### src/hw/rtl/mlct_pkg.sv
// ----------------------------------------------------------------------------
// mlct_pkg: shared types and constants of the motor link block
// Opcodes, parser phases, drive directions, register indexes and widths.
// ----------------------------------------------------------------------------
package mlct_pkg;

    localparam int OPCODE_W = 3;
    localparam int BYTE_W   = 8;
    localparam int DUTY_W   = 16;
    localparam int DIR_W    = 2;
    localparam int COUNT_W  = 16;
    localparam int CFG_W    = 16;
    localparam int CFG_IDX_W = 1;
    // Speed magnitude runs 0..32768 and needs one bit more than a half range.
    localparam int MAG_W    = 17;
    // The duty is magnitude * period / 32768, a right shift by this amount.
    localparam int MAG_SHIFT = 15;

    localparam logic [15:0] SPEED_MID = 16'h8000;

    localparam logic [BYTE_W-1:0] HEADER_RESET = 8'hAA;
    localparam logic [DUTY_W-1:0] PERIOD_RESET = 16'hFFFF;

    typedef enum logic [OPCODE_W-1:0] {
        OP_RX_BYTE  = 3'd0,
        OP_FWD_EDGE = 3'd1,
        OP_BWD_EDGE = 3'd2,
        OP_TICK     = 3'd3,
        OP_OVERRUN  = 3'd4
    } opcode_t;

    typedef enum logic [1:0] {
        PH_HEADER = 2'd0,
        PH_HIGH   = 2'd1,
        PH_LOW    = 2'd2
    } phase_t;

    localparam logic [DIR_W-1:0] DIR_COAST = 2'd0;
    localparam logic [DIR_W-1:0] DIR_FWD   = 2'd1;
    localparam logic [DIR_W-1:0] DIR_REV   = 2'd2;

    localparam logic KIND_DRIVE = 1'b0;
    localparam logic KIND_TELE  = 1'b1;

    localparam logic [CFG_IDX_W-1:0] REG_FRAME_HEADER = 1'b0;
    localparam logic [CFG_IDX_W-1:0] REG_PWM_PERIOD   = 1'b1;

    // Telemetry beat positions inside one four-byte frame.
    localparam logic [1:0] BEAT_HEADER = 2'd0;
    localparam logic [1:0] BEAT_DIR    = 2'd1;
    localparam logic [1:0] BEAT_HIGH   = 2'd2;
    localparam logic [1:0] BEAT_LOW    = 2'd3;

endpackage

### src/hw/rtl/mlct_duty.sv
// ----------------------------------------------------------------------------
// mlct_duty: PWM compare value from speed magnitude and period
// Scales the magnitude by period/32768 and clamps to period - 1.
// ----------------------------------------------------------------------------
module mlct_duty (
    input  logic [mlct_pkg::MAG_W-1:0]  mag,
    input  logic [mlct_pkg::DUTY_W-1:0] period,
    output logic [mlct_pkg::DUTY_W-1:0] duty
);
    import mlct_pkg::*;

    localparam int PROD_W = MAG_W + DUTY_W;
    localparam int QUOT_W = PROD_W - MAG_SHIFT;

    logic [PROD_W-1:0] prod;
    logic [QUOT_W-1:0] quot;
    logic [DUTY_W-1:0] limit;

    assign prod  = PROD_W'(mag) * PROD_W'(period);
    assign quot  = prod[PROD_W-1:MAG_SHIFT];
    // A period of zero saturates the limit at zero instead of wrapping.
    assign limit = (period == '0) ? '0 : period - DUTY_W'(1);

    always_comb
    begin
        if (quot > QUOT_W'(limit))
        begin
            duty = limit;
        end
        else
        begin
            duty = quot[DUTY_W-1:0];
        end
    end

endmodule

### src/hw/rtl/motor_link_command_and_telemetry_top.sv
// ----------------------------------------------------------------------------
// motor_link_command_and_telemetry_top: link command parser and telemetry
// Parses three-byte speed frames into drive updates, counts encoder edges
// and sends a four-byte telemetry frame on every report tick.
// ----------------------------------------------------------------------------
//
//  Channel    | Handshake            | Payload
//  -----------+----------------------+-----------------------------------------
//  input      | in_valid / in_stall  | opcode, rx_byte
//  result     | out_valid / out_stall| kind, duty, drive_dir, tx_byte, last
//  config     | cfg_we               | cfg_index, cfg_data
//
// A request is accepted when its valid is high and its stall is low. Rx bytes,
// edges and overruns may follow back to back. A request that makes results
// parks in the job register for a drive update or the four bytes of a report
// tick (one byte per cycle unless out_stall holds it) and holds in_stall until
// its last result moves on. A result passes through the job register and the
// result register; under out_stall the job register takes one more request.
// Reset is asynchronous and restores control state and both config registers.
module motor_link_command_and_telemetry_top (
    input  logic                           clk,
    input  logic                           rst_n,
    // Configuration write port
    input  logic                           cfg_we,
    input  logic [mlct_pkg::CFG_IDX_W-1:0] cfg_index,
    input  logic [mlct_pkg::CFG_W-1:0]     cfg_data,
    // Input requests
    input  logic                           in_valid,
    output logic                           in_stall,
    input  logic [mlct_pkg::OPCODE_W-1:0]  opcode,
    input  logic [mlct_pkg::BYTE_W-1:0]    rx_byte,
    // Results
    output logic                           out_valid,
    input  logic                           out_stall,
    output logic                           kind,
    output logic [mlct_pkg::DUTY_W-1:0]    duty,
    output logic [mlct_pkg::DIR_W-1:0]     drive_dir,
    output logic [mlct_pkg::BYTE_W-1:0]    tx_byte,
    output logic                           last
);
    import mlct_pkg::*;

    // Configuration registers.
    logic [BYTE_W-1:0] header_reg;
    logic [DUTY_W-1:0] period_reg;

    // Parser and counters.
    phase_t             phase_reg, phase_next;
    logic [BYTE_W-1:0]  speed_high_reg;
    logic [COUNT_W-1:0] fwd_reg, fwd_next;
    logic [COUNT_W-1:0] bwd_reg, bwd_next;

    // Job register between the accept side and the result register.
    logic               job_valid_reg, job_valid_next;
    logic               job_tele_reg;
    logic [1:0]         job_beat_reg, job_beat_next;
    logic [MAG_W-1:0]   job_mag_reg;
    logic [DIR_W-1:0]   job_dir_reg;
    logic [BYTE_W-1:0]  job_hdr_reg;
    logic [DIR_W-1:0]   job_tdir_reg;
    logic [COUNT_W-1:0] job_count_reg;

    // Result register.
    logic               out_valid_reg, out_valid_next;
    logic               kind_reg;
    logic [DUTY_W-1:0]  duty_reg;
    logic [DIR_W-1:0]   dir_reg;
    logic [BYTE_W-1:0]  tx_reg;
    logic               last_reg;

    logic              in_accept;
    logic              load_drive;
    logic              load_tele;
    logic              out_load;
    logic              job_done;
    logic [15:0]       speed;
    logic [MAG_W-1:0]  speed_mag;
    logic [DIR_W-1:0]  speed_dir;
    logic [DUTY_W-1:0] job_duty;
    logic [BYTE_W-1:0] tele_byte;

    // ------------------------------------------------------------------
    // Handshake. The job register frees itself in the same cycle that its
    // final result moves on, so a new request may enter right behind it.
    // ------------------------------------------------------------------
    assign out_load  = job_valid_reg && (!out_valid_reg || !out_stall);
    assign job_done  = out_load && (!job_tele_reg || job_beat_reg == BEAT_LOW);
    assign in_stall  = job_valid_reg && !job_done;
    assign in_accept = in_valid && !in_stall;

    // ------------------------------------------------------------------
    // Configuration registers. The user must have writes arrive only while the block is idle (unenforced).
    // ------------------------------------------------------------------
    always_ff @(posedge clk or negedge rst_n)
    begin
        if (!rst_n)
        begin
            header_reg <= HEADER_RESET;
            period_reg <= PERIOD_RESET;
        end
        else if (cfg_we)
        begin
            unique case (cfg_index)
                REG_FRAME_HEADER: header_reg <= cfg_data[BYTE_W-1:0];
                REG_PWM_PERIOD:   period_reg <= cfg_data[DUTY_W-1:0];
                default:          ;
            endcase
        end
    end

    // ------------------------------------------------------------------
    // Frame parser: next phase. An overrun always drops back to waiting for
    // a header; the unused phase code behaves like the header phase.
    // ------------------------------------------------------------------
    always_comb
    begin
        phase_next = phase_reg;
        if (in_accept)
        begin
            if (opcode == OP_OVERRUN)
            begin
                phase_next = PH_HEADER;
            end
            else if (opcode == OP_RX_BYTE)
            begin
                unique case (phase_reg)
                    PH_HIGH: phase_next = PH_LOW;
                    PH_LOW:  phase_next = PH_HEADER;
                    default: phase_next = (rx_byte == header_reg) ? PH_HIGH : PH_HEADER;
                endcase
            end
        end
    end

    // Parser outputs: which request loads a job.
    always_comb
    begin
        load_drive = 1'b0;
        load_tele  = 1'b0;
        if (in_accept)
        begin
            load_drive = (opcode == OP_RX_BYTE) && (phase_reg == PH_LOW);
            load_tele  = (opcode == OP_TICK);
        end
    end

    // Edge counters wrap at 16 bits and clear on a report tick.
    always_comb
    begin
        fwd_next = fwd_reg;
        bwd_next = bwd_reg;
        if (in_accept)
        begin
            unique case (opcode)
                OP_FWD_EDGE: fwd_next = fwd_reg + COUNT_W'(1);
                OP_BWD_EDGE: bwd_next = bwd_reg + COUNT_W'(1);
                OP_TICK:
                begin
                    fwd_next = '0;
                    bwd_next = '0;
                end
                default: ;
            endcase
        end
    end

    always_ff @(posedge clk or negedge rst_n)
    begin
        if (!rst_n)
        begin
            phase_reg <= PH_HEADER;
            fwd_reg   <= '0;
            bwd_reg   <= '0;
        end
        else
        begin
            phase_reg <= phase_next;
            fwd_reg   <= fwd_next;
            bwd_reg   <= bwd_next;
        end
    end

    // The high speed byte is always written before the low byte reads it.
    always_ff @(posedge clk)
    begin
        if (in_accept && opcode == OP_RX_BYTE && phase_reg == PH_HIGH)
        begin
            speed_high_reg <= rx_byte;
        end
    end

    // ------------------------------------------------------------------
    // Speed to direction and magnitude. The magnitude is one bit wider than
    // the speed so that full reverse (speed zero) gives exactly 32768.
    // ------------------------------------------------------------------
    assign speed = {speed_high_reg, rx_byte};

    always_comb
    begin
        if (speed[15])
        begin
            speed_mag = MAG_W'(speed[14:0]);
            speed_dir = (speed == SPEED_MID) ? DIR_COAST : DIR_FWD;
        end
        else
        begin
            speed_mag = MAG_W'(SPEED_MID) - MAG_W'(speed);
            speed_dir = DIR_REV;
        end
    end

    // ------------------------------------------------------------------
    // Job register. A tick captures the counters as they stand before the
    // clear, so later edges land in the fresh counts.
    // ------------------------------------------------------------------
    always_comb
    begin
        job_valid_next = job_valid_reg;
        job_beat_next  = job_beat_reg;
        if (load_drive || load_tele)
        begin
            job_valid_next = 1'b1;
            job_beat_next  = BEAT_HEADER;
        end
        else if (job_done)
        begin
            job_valid_next = 1'b0;
        end
        else if (out_load)
        begin
            job_beat_next = job_beat_reg + 2'd1;
        end
    end

    always_ff @(posedge clk or negedge rst_n)
    begin
        if (!rst_n)
        begin
            job_valid_reg <= 1'b0;
            job_beat_reg  <= BEAT_HEADER;
        end
        else
        begin
            job_valid_reg <= job_valid_next;
            job_beat_reg  <= job_beat_next;
        end
    end

    always_ff @(posedge clk)
    begin
        if (load_drive || load_tele)
        begin
            job_tele_reg <= load_tele;
            job_mag_reg  <= speed_mag;
            job_dir_reg  <= speed_dir;
            job_hdr_reg  <= header_reg;
            if (fwd_reg >= bwd_reg)
            begin
                job_tdir_reg  <= DIR_FWD;
                job_count_reg <= fwd_reg;
            end
            else
            begin
                job_tdir_reg  <= DIR_REV;
                job_count_reg <= bwd_reg;
            end
        end
    end

    // ------------------------------------------------------------------
    // Result formation: duty scaling for drives, byte select for telemetry.
    // ------------------------------------------------------------------
    mlct_duty u_duty (
        .mag    (job_mag_reg),
        .period (period_reg),
        .duty   (job_duty)
    );

    always_comb
    begin
        unique case (job_beat_reg)
            BEAT_HEADER: tele_byte = job_hdr_reg;
            BEAT_DIR:    tele_byte = BYTE_W'(job_tdir_reg);
            BEAT_HIGH:   tele_byte = job_count_reg[COUNT_W-1:BYTE_W];
            BEAT_LOW:    tele_byte = job_count_reg[BYTE_W-1:0];
            default:     tele_byte = '0;
        endcase
    end

    always_comb
    begin
        out_valid_next = out_valid_reg;
        if (out_load)
        begin
            out_valid_next = 1'b1;
        end
        else if (!out_stall)
        begin
            out_valid_next = 1'b0;
        end
    end

    always_ff @(posedge clk or negedge rst_n)
    begin
        if (!rst_n)
        begin
            out_valid_reg <= 1'b0;
        end
        else
        begin
            out_valid_reg <= out_valid_next;
        end
    end

    always_ff @(posedge clk)
    begin
        if (out_load)
        begin
            if (job_tele_reg)
            begin
                kind_reg <= KIND_TELE;
                duty_reg <= '0;
                dir_reg  <= DIR_COAST;
                tx_reg   <= tele_byte;
                last_reg <= (job_beat_reg == BEAT_LOW);
            end
            else
            begin
                kind_reg <= KIND_DRIVE;
                duty_reg <= job_duty;
                dir_reg  <= job_dir_reg;
                tx_reg   <= '0;
                last_reg <= 1'b1;
            end
        end
    end

    assign out_valid = out_valid_reg;
    assign kind      = kind_reg;
    assign duty      = duty_reg;
    assign drive_dir = dir_reg;
    assign tx_byte   = tx_reg;
    assign last      = last_reg;

`ifndef ASSERT_OFF
    // Only telemetry jobs ever advance past their first beat.
    a_beat_tele: assert property (@(posedge clk) disable iff (!rst_n)
        job_valid_reg && job_beat_reg != BEAT_HEADER |-> job_tele_reg)
        else $error("job beat advanced on a drive update");

    // Input is stalled only while a job is pending.
    a_stall_job: assert property (@(posedge clk) disable iff (!rst_n)
        in_stall |-> job_valid_reg)
        else $error("input stalled with no pending job");

    // A drive update is always a single, final result with no byte.
    a_drive_last: assert property (@(posedge clk) disable iff (!rst_n)
        out_valid && kind == KIND_DRIVE |-> last && tx_byte == '0)
        else $error("drive update not marked last");

    // Coasting drives a zero duty.
    a_coast_zero: assert property (@(posedge clk) disable iff (!rst_n)
        out_valid && drive_dir == DIR_COAST |-> duty == '0)
        else $error("nonzero duty while coasting");
`endif

endmodule

### config.mk
export PLATFORM = sky130hd
export DESIGN_NAME = motor_link_command_and_telemetry_top
export DESIGN_NICKNAME = d
export VERILOG_FILES = /design/src/hw/rtl/mlct_pkg.sv /design/src/hw/rtl/mlct_duty.sv /design/src/hw/rtl/motor_link_command_and_telemetry_top.sv
export SDC_FILE = /design/constraint.sdc
export NUM_CORES = 1
export LEC_CHECK = 0
export BUFFER_PORTS_ARGS = -buffer_cell sky130_fd_sc_hd__clkbuf_2
export CELL_PAD_IN_SITES_DETAIL_PLACEMENT = 1
export CELL_PAD_IN_SITES_GLOBAL_PLACEMENT = 2
export CORE_MARGIN = 2
export CORE_UTILIZATION = 42
export DETAILED_ROUTE_END_ITERATION = 8
export GPL_TIMING_DRIVEN = 1
export PLACE_DENSITY_LB_ADDON = 0.1
export RECOVER_POWER = 50
export SETUP_SLACK_MARGIN = 0.4
export SLEW_MARGIN = 20
export SYNTH_ARGS = -nofsm -noshare
export SYNTH_HDL_FRONTEND = slang
export SYNTH_SLANG_ARGS = --single-unit
### constraint.sdc
create_clock -name clk -period 9 [get_ports clk]
set_input_delay 1.8 -clock clk [delete_from_list [all_inputs] [get_ports clk]]
set_output_delay 1.8 -clock clk [all_outputs]
set_load 0.005 [all_outputs]
# Word-level counts from Yosys, hierarchy flattened
# Cells that the tools add are included.
[totals]
reg_bits = 144
latchBits = 0
ramBits = 0
romBits = 0
elab_cells = 95
n_memories = 0
[op_classes]
add_sub_neg = 5
n_mul = 1
div_mod_pow = 0
order_cmp = 2
eq_ne = 13
shifts = 0
muxes = 23
bitwise_logic = 1
n_reduce_logical = 29
[op_table]
columns = ["operator", "count"]
rows = [
  ["$pmux 16 s2", 2],
  ["$mux 16", 3],
  ["$mul 17x16->33", 1],
  ["$add 16x1->16 const B", 2],
  ["$pmux 8 s4", 1],
  ["$gt 18x16->1", 1],
  ["$sub 16x16->17 const A", 1],
  ["$eq 16x16->1 const B", 1],
  ["$ge 16x16->1", 1],
  ["$logic_not 16->1", 1],
  ["$sub 16x1->16 const B", 1],
  ["$mux 15", 1],
  ["$mux 2", 6],
  ["$reduce_and 2->1", 6],
  ["$reduce_bool 2->1", 5],
  ["$mux 1", 9],
  ["$eq 8x8->1", 1],
  ["$logic_and 1x1->1", 7],
  ["$eq 2x2->1 const B", 3],
  ["$eq 3x2->1 const B", 2],
  ["$logic_not 1->1", 5],
  ["$eq 2x1->1 const B", 2],
  ["$ne 2x1->1 const B", 2],
  ["$pmux 2 s2", 1],
  ["other kinds (7)", 9],
]

# Longest topological paths before layout
[logic_depth]
word_depth = 12
depth_mapped = 35
mapped_depth_nobuf = 31

# Cells and area by module
# Synthesis repeated with hierarchy kept, for this count alone.
[unflattened]
cells_unflattened = 1707
hier_area_um2 = 16532.1
[by_module_without_submodules]
columns = ["module", "instances", "cells_per_inst", "area_each_um2", "seq_area_each_um2"]
rows = [
  ["mlct_duty", 1, 1162, 9759.4, 0.0],
  ["motor_link_command_and_telemetry_top", 1, 545, 6772.7, 4038.9],
]

# Least setup slack after synthesis
# Ideal clock, no wire load.
[synth_timing]
path_kind = "register to register"
from = "register period_reg[9]"
to = "register duty_reg[2] (netlist: duty[2]) (data pin)"
arrival_ps = 7696
setup_slack_ps = 1164
stages_incl_launch_ff = 31
period_less_slack_ps = 7836
path_cell_list = "dfstp_2 > clkbuf_1 > clkbuf_1 > nand2_1 > fa_1 > inv_1 > fa_1 > fa_1 > fa_1 > fa_1 > inv_1 > fa_1 > inv_1 > ha_1 > a21oi_1 > o21ai_1 > a2bb2oi_1 > or3_1 > o211ai_2 > mux2i_1 > nand2_1 > ha_1 > nand4_1 > nor4_1 > a41oi_1 > o21ai_0 > nand2_1 > mux2i_1 > buf_2 > mux2_2 > nor2_1"
[synth_via]
elab_chain_len = 4
[synth_rtl]
columns = ["element", "line_no", "rtl"]
rows = [
  ["start, declared", "motor_link_command_and_telemetry_top.sv:45", "logic [DUTY_W-1:0] period_reg;"],
  ["start signal, assigned", "motor_link_command_and_telemetry_top.sv:105", "REG_PWM_PERIOD: period_reg <= cfg_data[DUTY_W-1:0];"],
  ["parallel branches: the longest is 3 deep, another holds $mul 17x16->33", "--", ""],
  ["$mux 16 (*)", "mlct_duty.sv:26", "if (quot > QUOT_W'(limit))"],
  ["end signal, assigned", "motor_link_command_and_telemetry_top.sv:330", "duty_reg <= job_duty;"],
  ["end, declared", "motor_link_command_and_telemetry_top.sv:66", "logic [DUTY_W-1:0] duty_reg;"],
]
# Mark *: on every way between the ends.
# A chain may end at the register's enable or synchronous reset.

# Final worst setup path
[layout_timing]
from = "register period_reg[9]"
to = "register duty_reg[13] (netlist: duty[13]) (data pin)"
# The elaborated chain is that of the path after synthesis.

==> summary.md <==
| Metric | Value |
|---|---|
| Status | finished, violations left |
| Violated checks | capacitance limit, slew limit |
| Area of the core | approximately 38,000 µm² |
| Crit Path Category | flop to flop |
| Worst clock skew | ~0.013 ns |
| Hold Slack | between 0.4 and 0.5 ns |
| Detailed-route wire length | between 40 and 50 mm |
| First-pass GRT wire length | around 72 mm |
| Global Route Usage Sum | 24.01% |
| Drt pass-1 iters | 5 |
| RSZ-0062 raised after global routing | no |
| Worst Setup SP | period_reg[9] |
| Average size of a mapped cell | just under 10 µm² |
| Post-Layout Cell Count | approximately 2,200 |
| CTS tree | yes |
| Fin crit period | just over 8 ns |
| Register area share after synthesis | 25.12% |
| Nature of the critical path endpoint | flop |
| Largest net degree at the start of global routing | 63 |
| Initial antenna violation count | 1 |
| Mapped Area | approximately 16,000 µm² |
| Post-synth EDFFs | slightly above 80 |
| Max_slew headroom | -153.0% |
| WL/cell | slightly above 20 µm |
| Crit-path max FO | 8 |
| CP most frequent cell | fa_1 |
| Net Count, Synth | about 2,000 |
| Setup_tns | 0 ns |
| Ys flop type | edfxtp_1 |
| FP Rows | 71 |
| Maxcap violations | 2 |
| Register bit total from synthesis | between 100 and 150 |
| Initial Utilization | 42.69% |
| Fmax | around 0.12 GHz |
| Clock Latency Late Sink | approximately 0.42 ns |
| Post-synthesis async set-or-reset flop share | between 40% and 50% |
| Startpoint Class | flop |
| Die H | 199.7 µm |
| Final GP Congestion | approximately 0.8 |
| Root buffer cell | clkbuf_16 |
| Hold Violations, Final | 0 |
| Worst slew pin tran | 3.795 ns |
| HP Start | header_reg[2] |
| Setup WS pre-CTS | 0.2388 ns |
| Multi-input logic area | 10,760 µm² |
| PortBufs | 62 |
| Hold WC Path Type | flop to flop |
| Final-stage net count | approximately 2,100 |
| Width of the die | roughly 200 µm |
| DR vias/cell | slightly above 5 |
| Layout cells sized above 1 | between 10% and 20% |
| Clock Tree Buf Depth | 2 |
| CP peak stage delay | ~0.7 ns |
| Synth cell types | 67 |
| Clock-pin transition on the worst setup and hold timing paths | roughly 0.07 ns |
| # IOs | 63 |
| Vias | 11,540 |
| FF+latch area | between 4000 and 5000 µm² |
| Global route total overflow | 0 |
| 1st-iter DRT viols | roughly 430 |
| Period utilization | between 90% and 100% |
| FILL cells | 4,296 |
| Critical path's slowest cell | dfstp_4 |
| Post-Synthesis Cells | between 1,500 and 2,000 |
| TritonCTS Buffers | 17 |
| DP HPWL | around 35 mm |
| Fin. max-slew vios | 93 |
| YS warnings | 0 |
| Post-Place Cells | 2,178 |
| Vias in the first global route | 13,050 |
| DIE AREA | between 30,000 and 40,000 µm² |
| TritonCTS Sinks | ~140 |
| Max reg flops | 17 |
| Finish-stage setup viols | 0 |
| Worst path required time | a little over 9 ns |
| CTS Hold Bufs | 0 |
| P&R area growth vs syn | 11.77% |
| # H-tree levels | 4 |
| Worst Path Arrival | roughly 8.5 ns |
| DRT antenna net count | 0 |
| Worst R2R Start | period_reg[9] |
| DRC violations left | 0 |
| Fin worst setup slack | just under 0.8 ns |
kinds of logic after synthesis:
family                     share of synthesized area, %
buffers and inverters                             8.280
other                                           0.02332
AOI/OAI and AO/OA                                 5.541
muxes                                             3.385
xor gates and xnor gates                          3.650
and+or+nand+nor                                   17.02
adders and majority gates                         36.98
DFF                                               25.12
metrics by stage:
stage / util, % / area [µm²]
after floorplan: - / 16080
after CTS: 47.32 / 17820
after global placement: 45.05 / 16970
after global routing: 47.70 / 17970
final: 47.71 / 17970
after detailed placement: 45.05 / 16970
worst paths after layout:
path / end / slack, ns / cells past startpoint
min reg2reg: job_hdr_reg[2] / 0.50 / 0
max in group asynchronous: bwd_reg[7] / 4.06 / 2
min: job_hdr_reg[2] / 0.50 / 0
max: duty[13] / 0.78 / 29
min in group asynchronous: header_reg[6] / 2.83 / 2
max reg2reg: duty[13] / 0.78 / 29
timing repair:
action	in CTS	in global routing
resized for setup	7	14
gates cloned	0	0
buffers inserted	24	14
endpoints found under the setup margin	13	16
pin swaps	0	3
per-layer routing:
metal  vias up  routed length [µm]  global-route usage [%]
met1      5937               19460                   30.41
met2       196               23330                   42.88
li1       5354                   -                       -
met3        54                1464                   3.308
met4         0                1063                   6.475
met5         -                   0                       0
placed cells by master (no fill, tap or decap), types with 38 or more instances in the layout:
master / netlist / layout
clkbuf_2: 0 / 48
a21oi_1: 48 / 46
mux2_2: 43 / 40
dfrtp_1: 42 / 42
xnor2_1: 38 / 38
nand2_1: 213 / 213
nor2_1: 60 / 59
inv_1: 283 / 283
edfxtp_1: 82 / 82
and2_1: 132 / 121
ha_1: 144 / 144
fa_1: 207 / 207
buf_4: 2 / 52
final cells by class:
type	instances	share of cell area, %
clock buffers	19	2.583
well taps	511	3.558
inverters	283	5.911
flip-flops and latches	144	22.68
repair buffers	126	4.700
clock inverters	13	0.6824
diodes	1	0.01393
multi-input cells	1152	59.87
synth_stat cells, drive strengths merged, types with 4 or more instances:
cell      n  area [µm²]
nor2     60       225.2
a21oi    49       249.0
o21a      6       45.04
nor3b     4       35.03
xor2     29       254.0
and3      7       43.79
nand2b    9       56.30
or3      10       77.57
and2    132       825.8
buf       7       40.03
ha      144        1802
mux2i     6       60.06
mux2     43       484.2
nand4    16       100.1
fa      207        4144
nor4      6       67.56
o211ai    4       35.03
inv     283        1062
nand2   213       799.5
dfstp    20       525.5
nor3     26       140.1
dfrtp    42        1051
or2      23       143.9
xnor2    38       332.8
nor2b    12       75.07
a22oi     6       45.04
o21ai    41       209.0
nand3    14       70.07
clkbuf   61       229.0
edfxtp   82        2462
a21o     11       82.58
worst max-delay path: cells and delay by family (launching register included):
| family | cells | cell delay (ns) |
|---|---|---|
| flip-flops | 1 | 0.70 |
| multiplexers | 2 | 0.31 |
| buffers and inverters | 6 | 0.69 |
| AND/OR/NAND/NOR | 6 | 1.09 |
| AO/OA/AOI/OAI | 7 | 1.49 |
| adder cells (fa/ha/maj) | 8 | 3.74 |
Power is left out: the tool's default activity adds up to more than one toggle a clock period on the data nets, which glitch-free logic cannot reach.
